--- src/rtl/core/ett_pkg.sv ---
`timescale 1ns / 1ps
// ----------------------------------------------------------------------------
// ett_pkg
// Shared types and constants for the encoder turn tracker.
// ----------------------------------------------------------------------------
package ett_pkg;

  localparam int RAW_W          = 16;
  localparam int POS_W          = 32;
  localparam int MODE_W         = 2;
  localparam int ANGLE_BITS_DEF = 12;
  localparam int ANGLE_TOP      = 13;

  localparam logic [RAW_W-1:0] ODD_CHECK_MASK  = 16'hAAAA;
  localparam logic [RAW_W-1:0] EVEN_CHECK_MASK = 16'h5555;

  typedef enum logic [MODE_W-1:0] {
    MODE_WORD      = 2'd0,
    MODE_ZERO_CUR  = 2'd1,
    MODE_ZERO_LOAD = 2'd2
  } ett_mode_e;

  typedef struct packed {
    logic      fire;
    ett_mode_e mode;
    logic      word_good;
  } ett_ctrl_t;

endpackage

--- src/rtl/core/ett_decode.sv ---
`timescale 1ns / 1ps
// ----------------------------------------------------------------------------
// ett_decode
// Parity check of the encoder reply and angle extraction.
// ----------------------------------------------------------------------------
module ett_decode #(
  parameter int ANGLE_BITS = ett_pkg::ANGLE_BITS_DEF
) (
  input  logic                      fire_i,
  input  logic [ett_pkg::MODE_W-1:0] mode_i,
  input  logic                      word_arrived_i,
  input  logic [ett_pkg::RAW_W-1:0] raw_word_i,
  output ett_pkg::ett_ctrl_t        ctrl_o,
  output logic [ANGLE_BITS-1:0]     angle_o
);
  import ett_pkg::*;

  logic odd_ok;
  logic even_ok;

  // odd parity over the odd-position bits and over the even-position bits, check bit included
  assign odd_ok  = ^(raw_word_i & ODD_CHECK_MASK);
  assign even_ok = ^(raw_word_i & EVEN_CHECK_MASK);

  assign ctrl_o.fire      = fire_i;
  assign ctrl_o.mode      = ett_mode_e'(mode_i);
  assign ctrl_o.word_good = word_arrived_i & odd_ok & even_ok;

  assign angle_o = raw_word_i[ANGLE_TOP : ANGLE_TOP+1-ANGLE_BITS];

endmodule

--- src/rtl/core/ett_track.sv ---
`timescale 1ns / 1ps
// ----------------------------------------------------------------------------
// ett_track
// Turn unwrap, count accumulation, zero offset and position state.
// ----------------------------------------------------------------------------
module ett_track #(
  parameter int ANGLE_BITS = ett_pkg::ANGLE_BITS_DEF
) (
  input  logic                      clk_i,
  input  logic                      rst_ni,
  input  ett_pkg::ett_ctrl_t        ctrl_i,
  input  logic [ANGLE_BITS-1:0]     angle_i,
  input  logic [ett_pkg::POS_W-1:0] zero_value_i,
  output logic                      ok_d_o,
  output logic [ett_pkg::POS_W-1:0] position_d_o,
  output logic [ett_pkg::POS_W-1:0] last_position_o
);
  import ett_pkg::*;

  localparam int DW = ANGLE_BITS + 2;
  localparam logic signed [DW-1:0] HalfTurn  = DW'(1) << (ANGLE_BITS - 1);
  localparam logic signed [DW-1:0] TurnUnits = DW'(1) << ANGLE_BITS;

  logic [POS_W-1:0]      turn_count_q, turn_count_d;
  logic [ANGLE_BITS-1:0] last_angle_q, last_angle_d;
  logic [POS_W-1:0]      zero_offset_q, zero_offset_d;
  logic [POS_W-1:0]      last_pos_q, last_pos_d;

  logic signed [DW-1:0] diff;
  logic signed [DW-1:0] delta;
  logic [POS_W-1:0]     delta_ext;
  logic [POS_W-1:0]     count_upd;
  logic                 take_word;

  assign diff = $signed({2'b00, angle_i}) - $signed({2'b00, last_angle_q});

  always_comb begin
    if (diff > HalfTurn) begin
      delta = diff - TurnUnits;
    end else if (diff < -HalfTurn) begin
      delta = diff + TurnUnits;
    end else begin
      delta = diff;
    end
  end

  assign delta_ext = {{(POS_W-DW){delta[DW-1]}}, delta};
  assign count_upd = turn_count_q + delta_ext;
  assign take_word = ctrl_i.fire && (ctrl_i.mode == MODE_WORD) && ctrl_i.word_good;

  always_comb begin
    turn_count_d  = turn_count_q;
    last_angle_d  = last_angle_q;
    zero_offset_d = zero_offset_q;
    last_pos_d    = last_pos_q;
    if (ctrl_i.fire) begin
      case (ctrl_i.mode)
        MODE_WORD: begin
          if (ctrl_i.word_good) begin
            turn_count_d = count_upd;
            last_angle_d = angle_i;
            last_pos_d   = zero_offset_q - count_upd;
          end
        end
        MODE_ZERO_CUR:  zero_offset_d = turn_count_q;
        MODE_ZERO_LOAD: zero_offset_d = zero_value_i;
        default: ;
      endcase
    end
  end

  always_ff @(posedge clk_i or negedge rst_ni) begin
    if (!rst_ni) begin
      turn_count_q  <= '0;
      last_angle_q  <= '0;
      zero_offset_q <= '0;
      last_pos_q    <= '0;
    end else begin
      turn_count_q  <= turn_count_d;
      last_angle_q  <= last_angle_d;
      zero_offset_q <= zero_offset_d;
      last_pos_q    <= last_pos_d;
    end
  end

  assign ok_d_o          = take_word;
  assign position_d_o    = last_pos_d;
  assign last_position_o = last_pos_q;

endmodule

--- src/rtl/core/encoder_turn_tracker_unit.sv ---
`timescale 1ns / 1ps
// ----------------------------------------------------------------------------
// encoder_turn_tracker_unit
// Multi-turn position tracker for a 16-bit absolute encoder reply.
// ----------------------------------------------------------------------------
// Input channel: in_valid_i / in_stall_o with mode, word_arrived, raw_word
// and zero_value. Mode 0 is an encoder reply, mode 1 takes the present count
// as zero, mode 2 loads zero_value as the offset; mode 3 is ignored.
// Output channel: out_valid_o / out_stall_i with ok and position. Every input
// word yields exactly one output word.
// A word is registered on entry, processed by the parity check, unwrap and
// accumulate logic, and written into the output register that drives
// out_valid_o. One word is taken per cycle while the output side keeps up;
// the rate is set by the single accumulate path through the turn count
// register.
// Reset clears the count, last angle, zero offset and position to zero and
// empties both registers. While the receiver stalls, the output word holds;
// the input register still fills, and in_stall_o rises once both are full.
// ----------------------------------------------------------------------------
module encoder_turn_tracker_unit #(
  parameter int ANGLE_BITS = ett_pkg::ANGLE_BITS_DEF
) (
  input  logic                       clk_i,
  input  logic                       rst_ni,
  input  logic                       in_valid_i,
  output logic                       in_stall_o,
  input  logic [ett_pkg::MODE_W-1:0] mode_i,
  input  logic                       word_arrived_i,
  input  logic [ett_pkg::RAW_W-1:0]  raw_word_i,
  input  logic signed [ett_pkg::POS_W-1:0] zero_value_i,
  output logic                       out_valid_o,
  input  logic                       out_stall_i,
  output logic                       ok_o,
  output logic signed [ett_pkg::POS_W-1:0] position_o
);
  import ett_pkg::*;

  logic              in_valid_q, in_valid_d;
  logic [MODE_W-1:0] mode_q;
  logic              arrived_q;
  logic [RAW_W-1:0]  raw_q;
  logic [POS_W-1:0]  zval_q;

  logic              out_valid_q, out_valid_d;
  logic              ok_q;
  logic [POS_W-1:0]  pos_q;

  logic                  advance;
  logic                  accept;
  ett_ctrl_t             ctrl;
  logic [ANGLE_BITS-1:0] angle;
  logic                  ok_d;
  logic [POS_W-1:0]      pos_d;
  logic [POS_W-1:0]      last_pos;

  assign advance    = in_valid_q && (!out_valid_q || !out_stall_i);
  assign in_stall_o = in_valid_q && !advance;
  assign accept     = in_valid_i && !in_stall_o;

  assign in_valid_d  = in_stall_o ? in_valid_q : in_valid_i;
  assign out_valid_d = advance ? 1'b1 : (out_valid_q && out_stall_i);

  always_ff @(posedge clk_i or negedge rst_ni) begin
    if (!rst_ni) begin
      in_valid_q  <= 1'b0;
      out_valid_q <= 1'b0;
    end else begin
      in_valid_q  <= in_valid_d;
      out_valid_q <= out_valid_d;
    end
  end

  always_ff @(posedge clk_i) begin
    if (accept) begin
      mode_q    <= mode_i;
      arrived_q <= word_arrived_i;
      raw_q     <= raw_word_i;
      zval_q    <= zero_value_i;
    end
    if (advance) begin
      ok_q  <= ok_d;
      pos_q <= pos_d;
    end
  end

  ett_decode #(
    .ANGLE_BITS (ANGLE_BITS)
  ) u_decode (
    .fire_i         (advance),
    .mode_i         (mode_q),
    .word_arrived_i (arrived_q),
    .raw_word_i     (raw_q),
    .ctrl_o         (ctrl),
    .angle_o        (angle)
  );

  ett_track #(
    .ANGLE_BITS (ANGLE_BITS)
  ) u_track (
    .clk_i           (clk_i),
    .rst_ni          (rst_ni),
    .ctrl_i          (ctrl),
    .angle_i         (angle),
    .zero_value_i    (zval_q),
    .ok_d_o          (ok_d),
    .position_d_o    (pos_d),
    .last_position_o (last_pos)
  );

  assign out_valid_o = out_valid_q;
  assign ok_o        = ok_q;
  assign position_o  = $signed(pos_q);

  // held output word always mirrors the tracked position
  a_pos_tracks: assert property (@(posedge clk_i) disable iff (!rst_ni)
    out_valid_o |-> (pos_q == last_pos))
    else $error("output position differs from tracked position");

  a_stall_cause: assert property (@(posedge clk_i) disable iff (!rst_ni)
    in_stall_o |-> (out_valid_o && out_stall_i))
    else $error("input stalled without output back-pressure");

  a_accept_fills: assert property (@(posedge clk_i) disable iff (!rst_ni)
    accept |=> in_valid_q)
    else $error("accepted word not held in input register");

  a_ok_only_word: assert property (@(posedge clk_i) disable iff (!rst_ni)
    (advance && ok_d) |-> (ctrl.mode == MODE_WORD && ctrl.word_good))
    else $error("ok raised for a non-word item");

endmodule
--- config.mk ---
export PLATFORM = sky130hd
export DESIGN_NAME = encoder_turn_tracker_unit
export DESIGN_NICKNAME = d
export VERILOG_FILES = /design/src/rtl/core/ett_pkg.sv /design/src/rtl/core/ett_decode.sv /design/src/rtl/core/ett_track.sv /design/src/rtl/core/encoder_turn_tracker_unit.sv
export SDC_FILE = /design/constraint.sdc
export NUM_CORES = 1
export LEC_CHECK = 0
export BUFFER_PORTS_ARGS = -buffer_cell sky130_fd_sc_hd__buf_4
export CORE_UTILIZATION = 50
export CTS_BUF_LIST = sky130_fd_sc_hd__clkbuf_8 sky130_fd_sc_hd__clkbuf_16
export DETAILED_ROUTE_END_ITERATION = 10
export PLACE_DENSITY = 0.68
export SLEW_MARGIN = 20
export SYNTH_ARGS = -nofsm -noshare
export SYNTH_HDL_FRONTEND = slang
export SYNTH_HIERARCHICAL = 1
export SYNTH_SLANG_ARGS = --single-unit
--- constraint.sdc ---
create_clock -name clk_i -period 10.7 [get_ports clk_i]
set_clock_uncertainty 0.05 [all_clocks]
set_input_delay 0 -clock clk_i [delete_from_list [all_inputs] [get_ports clk_i]]
set_output_delay 0 -clock clk_i [all_outputs]
set_load 0.03 [all_outputs]
==> results of run 1 <==
## state kept, by name, summed over array words and instances, names as in the netlist
| name | cells |
|---|---|
| arrived_q | 1 |
| in_valid_q | 1 |
| mode_q | 2 |
| ok_o | 1 |
| out_valid_o | 1 |
| position_o | 32 |
| raw_q | 16 |
| u_track/last_angle_q | 12 |
| u_track/last_position_o | 32 |
| u_track/turn_count_q | 32 |
| u_track/zero_offset_q | 32 |
| zval_q | 32 |
## routing by layer
metal / vias up / wire length [um] / global-route usage, %
li1: 4254 / - / -
met1: 4055 / 12410 / 33.66
met2: 192 / 11890 / 37.73
met3: 20 / 983 / 3.234
met4: 0 / 229 / 5.495
met5: - / 0 / 0
## cells by family (layout without fill, tap and decap cells)
family | count (synthesis) | after routing | synth area share (%)
muxes | 34 | 34 | 3.034
and+or+nand+nor | 320 | 320 | 13.47
buffers and inverters | 98 | 225 | 4.083
AOI/OAI and AO/OA | 308 | 308 | 17.62
adders and majority gates | 76 | 76 | 8.545
xor gates and xnor gates | 78 | 78 | 6.225
DFF | 194 | 194 | 47.03
## critical path: cells and delay by family, from the launching register on
family          cells  cell delay (ns)
buf+inv             2             0.28
fa+ha+maj           6             2.14
flops               1             0.37
simple gates        8             1.90
xor+xnor            2             0.39
compound gates     12             2.64
## worst max-delay path by stage
| stage | to | slack, ns | cells after the start |
|---|---|---|---|
| final | position_o[25] | 2.62 | 30 |
| after global routing | position_o[25] | 2.05 | 30 |
| after CTS | position_o[25] | 2.67 | 30 |
| after detailed placement | position_o[25] | 2.69 | 30 |
| after global placement | position_o[25] | 2.97 | 30 |
| after floorplan | position_o[25] | 3.62 | 30 |
## synthesized netlist by cell type, types with 5 or more instances
| library cell | number |
|---|---|
| sky130_fd_sc_hd__a31oi_1 | 7 |
| sky130_fd_sc_hd__dfrtp_1 | 110 |
| sky130_fd_sc_hd__maj3_1 | 6 |
| sky130_fd_sc_hd__and2_1 | 9 |
| sky130_fd_sc_hd__ha_1 | 67 |
| sky130_fd_sc_hd__o21ai_1 | 6 |
| sky130_fd_sc_hd__o211ai_1 | 10 |
| sky130_fd_sc_hd__a21oi_1 | 81 |
| sky130_fd_sc_hd__nand2b_1 | 10 |
| sky130_fd_sc_hd__edfxtp_1 | 84 |
| sky130_fd_sc_hd__and3_1 | 10 |
| sky130_fd_sc_hd__nand4_1 | 12 |
| sky130_fd_sc_hd__nor2b_1 | 10 |
| sky130_fd_sc_hd__a211o_1 | 5 |
| sky130_fd_sc_hd__buf_1 | 8 |
| sky130_fd_sc_hd__a21o_1 | 16 |
| sky130_fd_sc_hd__mux2i_1 | 34 |
| sky130_fd_sc_hd__o21ai_0 | 98 |
| sky130_fd_sc_hd__o211a_1 | 5 |
| sky130_fd_sc_hd__xor2_1 | 25 |
| sky130_fd_sc_hd__buf_4 | 18 |
| sky130_fd_sc_hd__nand2_1 | 121 |
| sky130_fd_sc_hd__o21a_1 | 10 |
| sky130_fd_sc_hd__nor3_1 | 16 |
| sky130_fd_sc_hd__clkbuf_1 | 23 |
| sky130_fd_sc_hd__inv_1 | 40 |
| sky130_fd_sc_hd__xnor2_1 | 52 |
| sky130_fd_sc_hd__or2_2 | 7 |
| sky130_fd_sc_hd__nand3_1 | 16 |
| sky130_fd_sc_hd__nor2_1 | 76 |
| sky130_fd_sc_hd__a211oi_1 | 8 |
| sky130_fd_sc_hd__or3_1 | 7 |
| sky130_fd_sc_hd__a221oi_1 | 5 |
## layout make-up
cell class	instances	area, sq um	area share [%]
timing repair buffer	152	1279	9.695
clock buffer	17	425.4	3.225
multi-input combinational	816	5512	41.79
tap	280	350.3	2.656
clock inverter	15	195.2	1.480
sequential	194	5275	39.99
inverter	41	153.9	1.167
## timing repair
action | CTS | global route
hold endpoints to repair | 104 | 0
hold buffers | 55 | 0
setup endpoints to repair | 0 | 0
## through the flow
| step | util, % | std cells |
|---|---|---|
| 2_1_floorplan | - | 1108 |
| 3_3_place_gp | 54.90 | 1428 |
| 3_5_place_dp | 54.90 | 1428 |
| 4_1_cts | 60.25 | 1515 |
| 5_1_grt | 60.25 | 1515 |
| 6_report | 60.25 | 1515 |
==> run summary, run 1 <==
### Route
* overall routed net length: 25510 um
* detailed-routing iteration count for the pre-antenna-repair pass: 5
* initial drt markers: 537
* total via count in the routed design: 8521
* vias per std cell: 5.624
* count of antenna-violating nets left after detailed routing: 0
* count of unresolved DRC violations after routing: 0
* Wirelength per Cell: 16.84 um

### Floorplanning
* die area: 23030 sq um
* height of the chip: 151.8 um
* width of the die: 151.8 um
* Row Count: 54
* boundary pin count: 90
* initial cell density of the core: 51.23%
* area of the core: 21890 sq um

### STA
* crit path setup slack, layout: 2.618 ns
* worst slew slack as a fraction of its limit: 38.49%
* Hold Worst Slack: 0.09448 ns
* final hold violation count: 0
* count of final max-slew check failures: 0
* share of the cycle needed by the critical path after routing: 75.53%
* highest attainable clock frequency: 0.1237 GHz
* RSZ-0062 raised after global routing: false
* total negative setup slack: 0 ns
* time the final worst path needs with I/O delays and setup: 8.082 ns
* actual transition at the worst max-transition pin: 0.9083 ns
* final setup violation count: 0

### Finish
* most common cell after layout, fill and taps aside: sky130_fd_sc_hd__nand2_1
* net total in the final layout: 1347
* top library cells by usage in the layout, fill and taps aside: sky130_fd_sc_hd__nand2_1 (121), sky130_fd_sc_hd__dfrtp_1 (110), sky130_fd_sc_hd__o21ai_0 (98), sky130_fd_sc_hd__buf_4 (97), sky130_fd_sc_hd__edfxtp_1 (84)
* post-route design area: 13190 sq um
* share of post-route cells with drive strength above 1: 13.20%
* diodes inserted: 0
* count of filler cells inserted in the layout: 1930
* P&R area growth vs syn: 17.60%

### Setup path
* Critical R2R Capture: position_o[25]
* launching element of the worst setup path: raw_q[2]
* data arrival time of the critical path: 8.19 ns
* source of the worst register-to-register timing path: raw_q[2]
* path depth of the worst reg2reg path: 30
* most used cell along the critical path: sky130_fd_sc_hd__o21ai_0
* sort of element at the start of the critical path: flop
* class of the most critical setup path: reg -> reg
* critical path's largest stage delay: 0.56 ns
* capturing element type of the critical path: flop
* slowest CP cell: sky130_fd_sc_hd__o21ai_0
* r2r setup slk: 2.62 ns
* Critical Path Fanout Max: 22
* data required time at the worst endpoint: 10.81 ns

### Yosys
* post-synth top area cell: sky130_fd_sc_hd__dfrtp_1
* share of the synthesized area in the top cell type: 24.54%
* most frequently used flop master after synthesis: sky130_fd_sc_hd__dfrtp_1
* number of warnings issued by yosys: 6
* Mapped Avg Cell Area: 10.12 sq um
* share of synthesized area occupied by flip-flops and latches: 47.03%
* register bit count reported by yosys: 194
* cell count after synthesis: 1108
* async set-or-reset flop fraction in the synthesized netlist: 56.70%
* Syn Nets: 1233
* number of flops mapped to enable cells by yosys: 84
* netlist area before placement: 11220 sq um
* number of library cell types mapped by synthesis: 86
* top cells by area, synth: sky130_fd_sc_hd__dfrtp_1 (25%), sky130_fd_sc_hd__edfxtp_1 (22%), sky130_fd_sc_hd__ha_1 (7.5%), sky130_fd_sc_hd__o21ai_0 (4.4%), sky130_fd_sc_hd__xnor2_1 (4.1%)

### Clock tree
* count of buffers added by post-CTS timing repair for setup: 0
* CTS sink cnt: 194
* total number of H-tree levels: 4
* CTS tree: done
* number of buffers created by CTS: 17
* number of gates resized after cts: 0
* clock latency of the later-clocked register in the worst-skew pair: 0.44 ns
* clock-pin slew on the worst setup and hold paths: 0.08 ns
* clock root buffer: sky130_fd_sc_hd__clkbuf_16
* buffer depth of the longest clock path: 2

### GRT
* overall track demand over capacity in global routing: 23.52%
* initial antenna violation count: 0
* largest net degree at the start of global routing: 82
* global-route congestion overflow total: 0
* global-route wire length before repair: 41690 um
* via count of the first global-routing pass: 8131

### Placed design
* instance area at placement: 12020 sq um
* worst slack, placed: 2.693 ns
* Routability Congestion: 0.8624
* Port Buffer Count: 89
* detailed-placement wirelength estimate: 17760 um

### Worst hold path
* worst min path class: in -> async

### Status
* run status: completed

### Run
* number of maximum-capacitance violations: 0

Power of run 1 is not shown: default switching activity piles up to over one toggle a cycle in this logic, so the estimate is an artifact.
==> run 2: changes to the inputs <==
clock period = 8.1 ns   (was 10.7 ns; I/O delays follow)
==> run 2 against run 1 <==
  * Die area unchanged
  * Final cell count hardly changed
  * Register-to-register slack got worse by 2.1 ns
  * First-iteration DRC count decreased by 18%
  * Clock-buffer cell count is the same
  * Worst hold slack got worse by 0.0063 ns
  * Fmax up 6.5%
  * Non-clock buffer count rose by 1
  * Utilization did not move
  * Global-route usage is 0.16 points higher
  * Largest cell class unchanged
==> run summary, run 2 (same netlist as run 1, synthesis figures left out) <==
### Setup path
* slowest CP cell: sky130_fd_sc_hd__or4_1, was sky130_fd_sc_hd__o21ai_0
* Critical Path Fanout Max: 5, was 22
* capturing element type of the critical path: flop, unchanged
* critical path's largest stage delay: 0.51 ns, was 0.56 ns
* sort of element at the start of the critical path: flop, unchanged
* data required time at the worst endpoint: 8.20 ns, was 10.81 ns
* data arrival time of the critical path: 7.69 ns, was 8.19 ns
* class of the most critical setup path: reg -> reg, unchanged

### STA
* count of final max-slew check failures: 0, unchanged
* final setup violation count: 0, unchanged
* highest attainable clock frequency: 0.1318 GHz, was 0.1237 GHz
* final hold violation count: 0, unchanged
* total negative setup slack: 0 ns, unchanged
* time the final worst path needs with I/O delays and setup: 7.590 ns, was 8.082 ns
* share of the cycle needed by the critical path after routing: 93.70%, was 75.53%
* worst slew slack as a fraction of its limit: 44.64%, was 38.49%
* RSZ-0062 raised after global routing: false, unchanged
* actual transition at the worst max-transition pin: 0.8174 ns, was 0.9083 ns
* Hold Worst Slack: 0.08820 ns, was 0.09448 ns

### Run
* number of maximum-capacitance violations: 0, unchanged

### Clock tree
* clock-pin slew on the worst setup and hold paths: 0.08 ns, about the same
* clock latency of the later-clocked register in the worst-skew pair: 0.44 ns, about the same
* CTS sink cnt: 194, unchanged
* CTS tree: done, unchanged
* clock root buffer: sky130_fd_sc_hd__clkbuf_16, unchanged
* count of buffers added by post-CTS timing repair for setup: 0, unchanged
* total number of H-tree levels: 4, unchanged
* buffer depth of the longest clock path: 2, unchanged
* number of buffers created by CTS: 17, unchanged

### Route
* Wirelength per Cell: 16.98 um, was 16.84 um
* count of antenna-violating nets left after detailed routing: 0, unchanged
* initial drt markers: 439, was 537
* total via count in the routed design: 8570, was 8521
* count of unresolved DRC violations after routing: 0, unchanged
* overall routed net length: 25740 um, was 25510 um
* vias per std cell: 5.653, was 5.624
* detailed-routing iteration count for the pre-antenna-repair pass: 5, unchanged

### Finish
* post-route design area: 13190 sq um, unchanged
* net total in the final layout: 1348, was 1347
* share of post-route cells with drive strength above 1: 13.59%, was 13.20%
* top library cells by usage in the layout, fill and taps aside: sky130_fd_sc_hd__nand2_1 (121), sky130_fd_sc_hd__dfrtp_1 (110), sky130_fd_sc_hd__buf_4 (98), sky130_fd_sc_hd__o21ai_0 (96), sky130_fd_sc_hd__edfxtp_1 (84), was sky130_fd_sc_hd__nand2_1 (121), sky130_fd_sc_hd__dfrtp_1 (110), sky130_fd_sc_hd__o21ai_0 (98), sky130_fd_sc_hd__buf_4 (97), sky130_fd_sc_hd__edfxtp_1 (84)
* count of filler cells inserted in the layout: 1921, was 1930
* diodes inserted: 0, unchanged
* P&R area growth vs syn: 17.60%, unchanged
* most common cell after layout, fill and taps aside: sky130_fd_sc_hd__nand2_1, unchanged

### Placed design
* Port Buffer Count: 89, unchanged
* Routability Congestion: 0.8714, was 0.8624
* detailed-placement wirelength estimate: 17650 um, was 17760 um
* instance area at placement: 12030 sq um, was 12020 sq um

### GRT
* largest net degree at the start of global routing: 73, was 82
* via count of the first global-routing pass: 8328, was 8131
* global-route wire length before repair: 42060 um, was 41690 um
* global-route congestion overflow total: 0, unchanged
* initial antenna violation count: 0, unchanged
* overall track demand over capacity in global routing: 23.69%, was 23.52%

### Floorplanning
* boundary pin count: 90, unchanged
* area of the core: 21890 sq um, unchanged
* Row Count: 54, unchanged
* initial cell density of the core: 51.23%, unchanged
* width of the die: 151.8 um, unchanged
* die area: 23030 sq um, unchanged
* height of the chip: 151.8 um, unchanged

### Status
* run status: completed, unchanged

### Worst hold path
* worst min path class: in -> async, unchanged

## run 2: changes by cell type in the layout (fill, tap and decap cells not counted), sizes merged
cell / change
clkinv: -1
clkinvlp: +2
buf: +1
bufinv: -1
## run 2: final cells by class
type                            count  area [sq um]  share of cell area, %
Inverter                           41         153.9                  1.167
Tap cell                          280         350.3                  2.656
Clock buffer                       17         425.4                  3.225
Clock inverter                     15         171.4                  1.300
Multi-Input combinational cell    816          5528                  41.91
Sequential cell                   194          5275                  39.99
Timing Repair Buffer              153          1286                  9.751
## run 2: per-stage QoR
step	std cells	setup slack (ns)	util, %
floorplan	1108	1.022	-
global placement	1429	0.4998	54.94
detailed placement	1429	0.2903	54.94
CTS	1516	0.2232	60.18
global route	1516	0.05817	60.25
finish	1516	0.5103	60.25
## run 2: timing repair
action / in CTS / in global routing
resized for setup: 0 / 6
hold buffers: 55 / 0
hold endpoints to repair: 102 / 0
setup endpoints to repair: 0 / 5
## run 2: worst paths after layout
kind	start	endpoint	slack, ns	depth (start not counted)
worst max register to register	raw_q[2]	position_o[25]	0.51	29
max in group asynchronous	rst_ni	u_track/last_angle_q[5]	6.66	3
worst min register to register	u_track/last_position_o[10]	u_track/last_position_o[10]	0.42	2
worst min-delay path	rst_ni	u_track/last_position_o[22]	0.09	2
worst max-delay path	raw_q[2]	position_o[25]	0.51	29
min in group clk_i	raw_word_i[7]	raw_q[7]	0.22	2
## run 2: layer usage
| metal | wire [um] | track usage (%) | up-vias |
|---|---|---|---|
| met5 | 0 | 0 | - |
| li1 | - | - | 4235 |
| met3 | 1001 | 4.162 | 25 |
| met1 | 12390 | 32.86 | 4122 |
| met4 | 289 | 5.545 | 0 |
| met2 | 12060 | 38.50 | 188 |
## run 2: worst max-delay path: cells and delay by family, from the launching register on
family                     cells  cell delay [ns]
AOI/OAI and AO/OA             12             2.43
xor gates and xnor gates       2             0.42
adders and majority gates      6             2.12
buffers and inverters          1             0.06
DFF                            1             0.37
and+or+nand+nor                8             1.84
Power of run 2 is left out for the same reason.
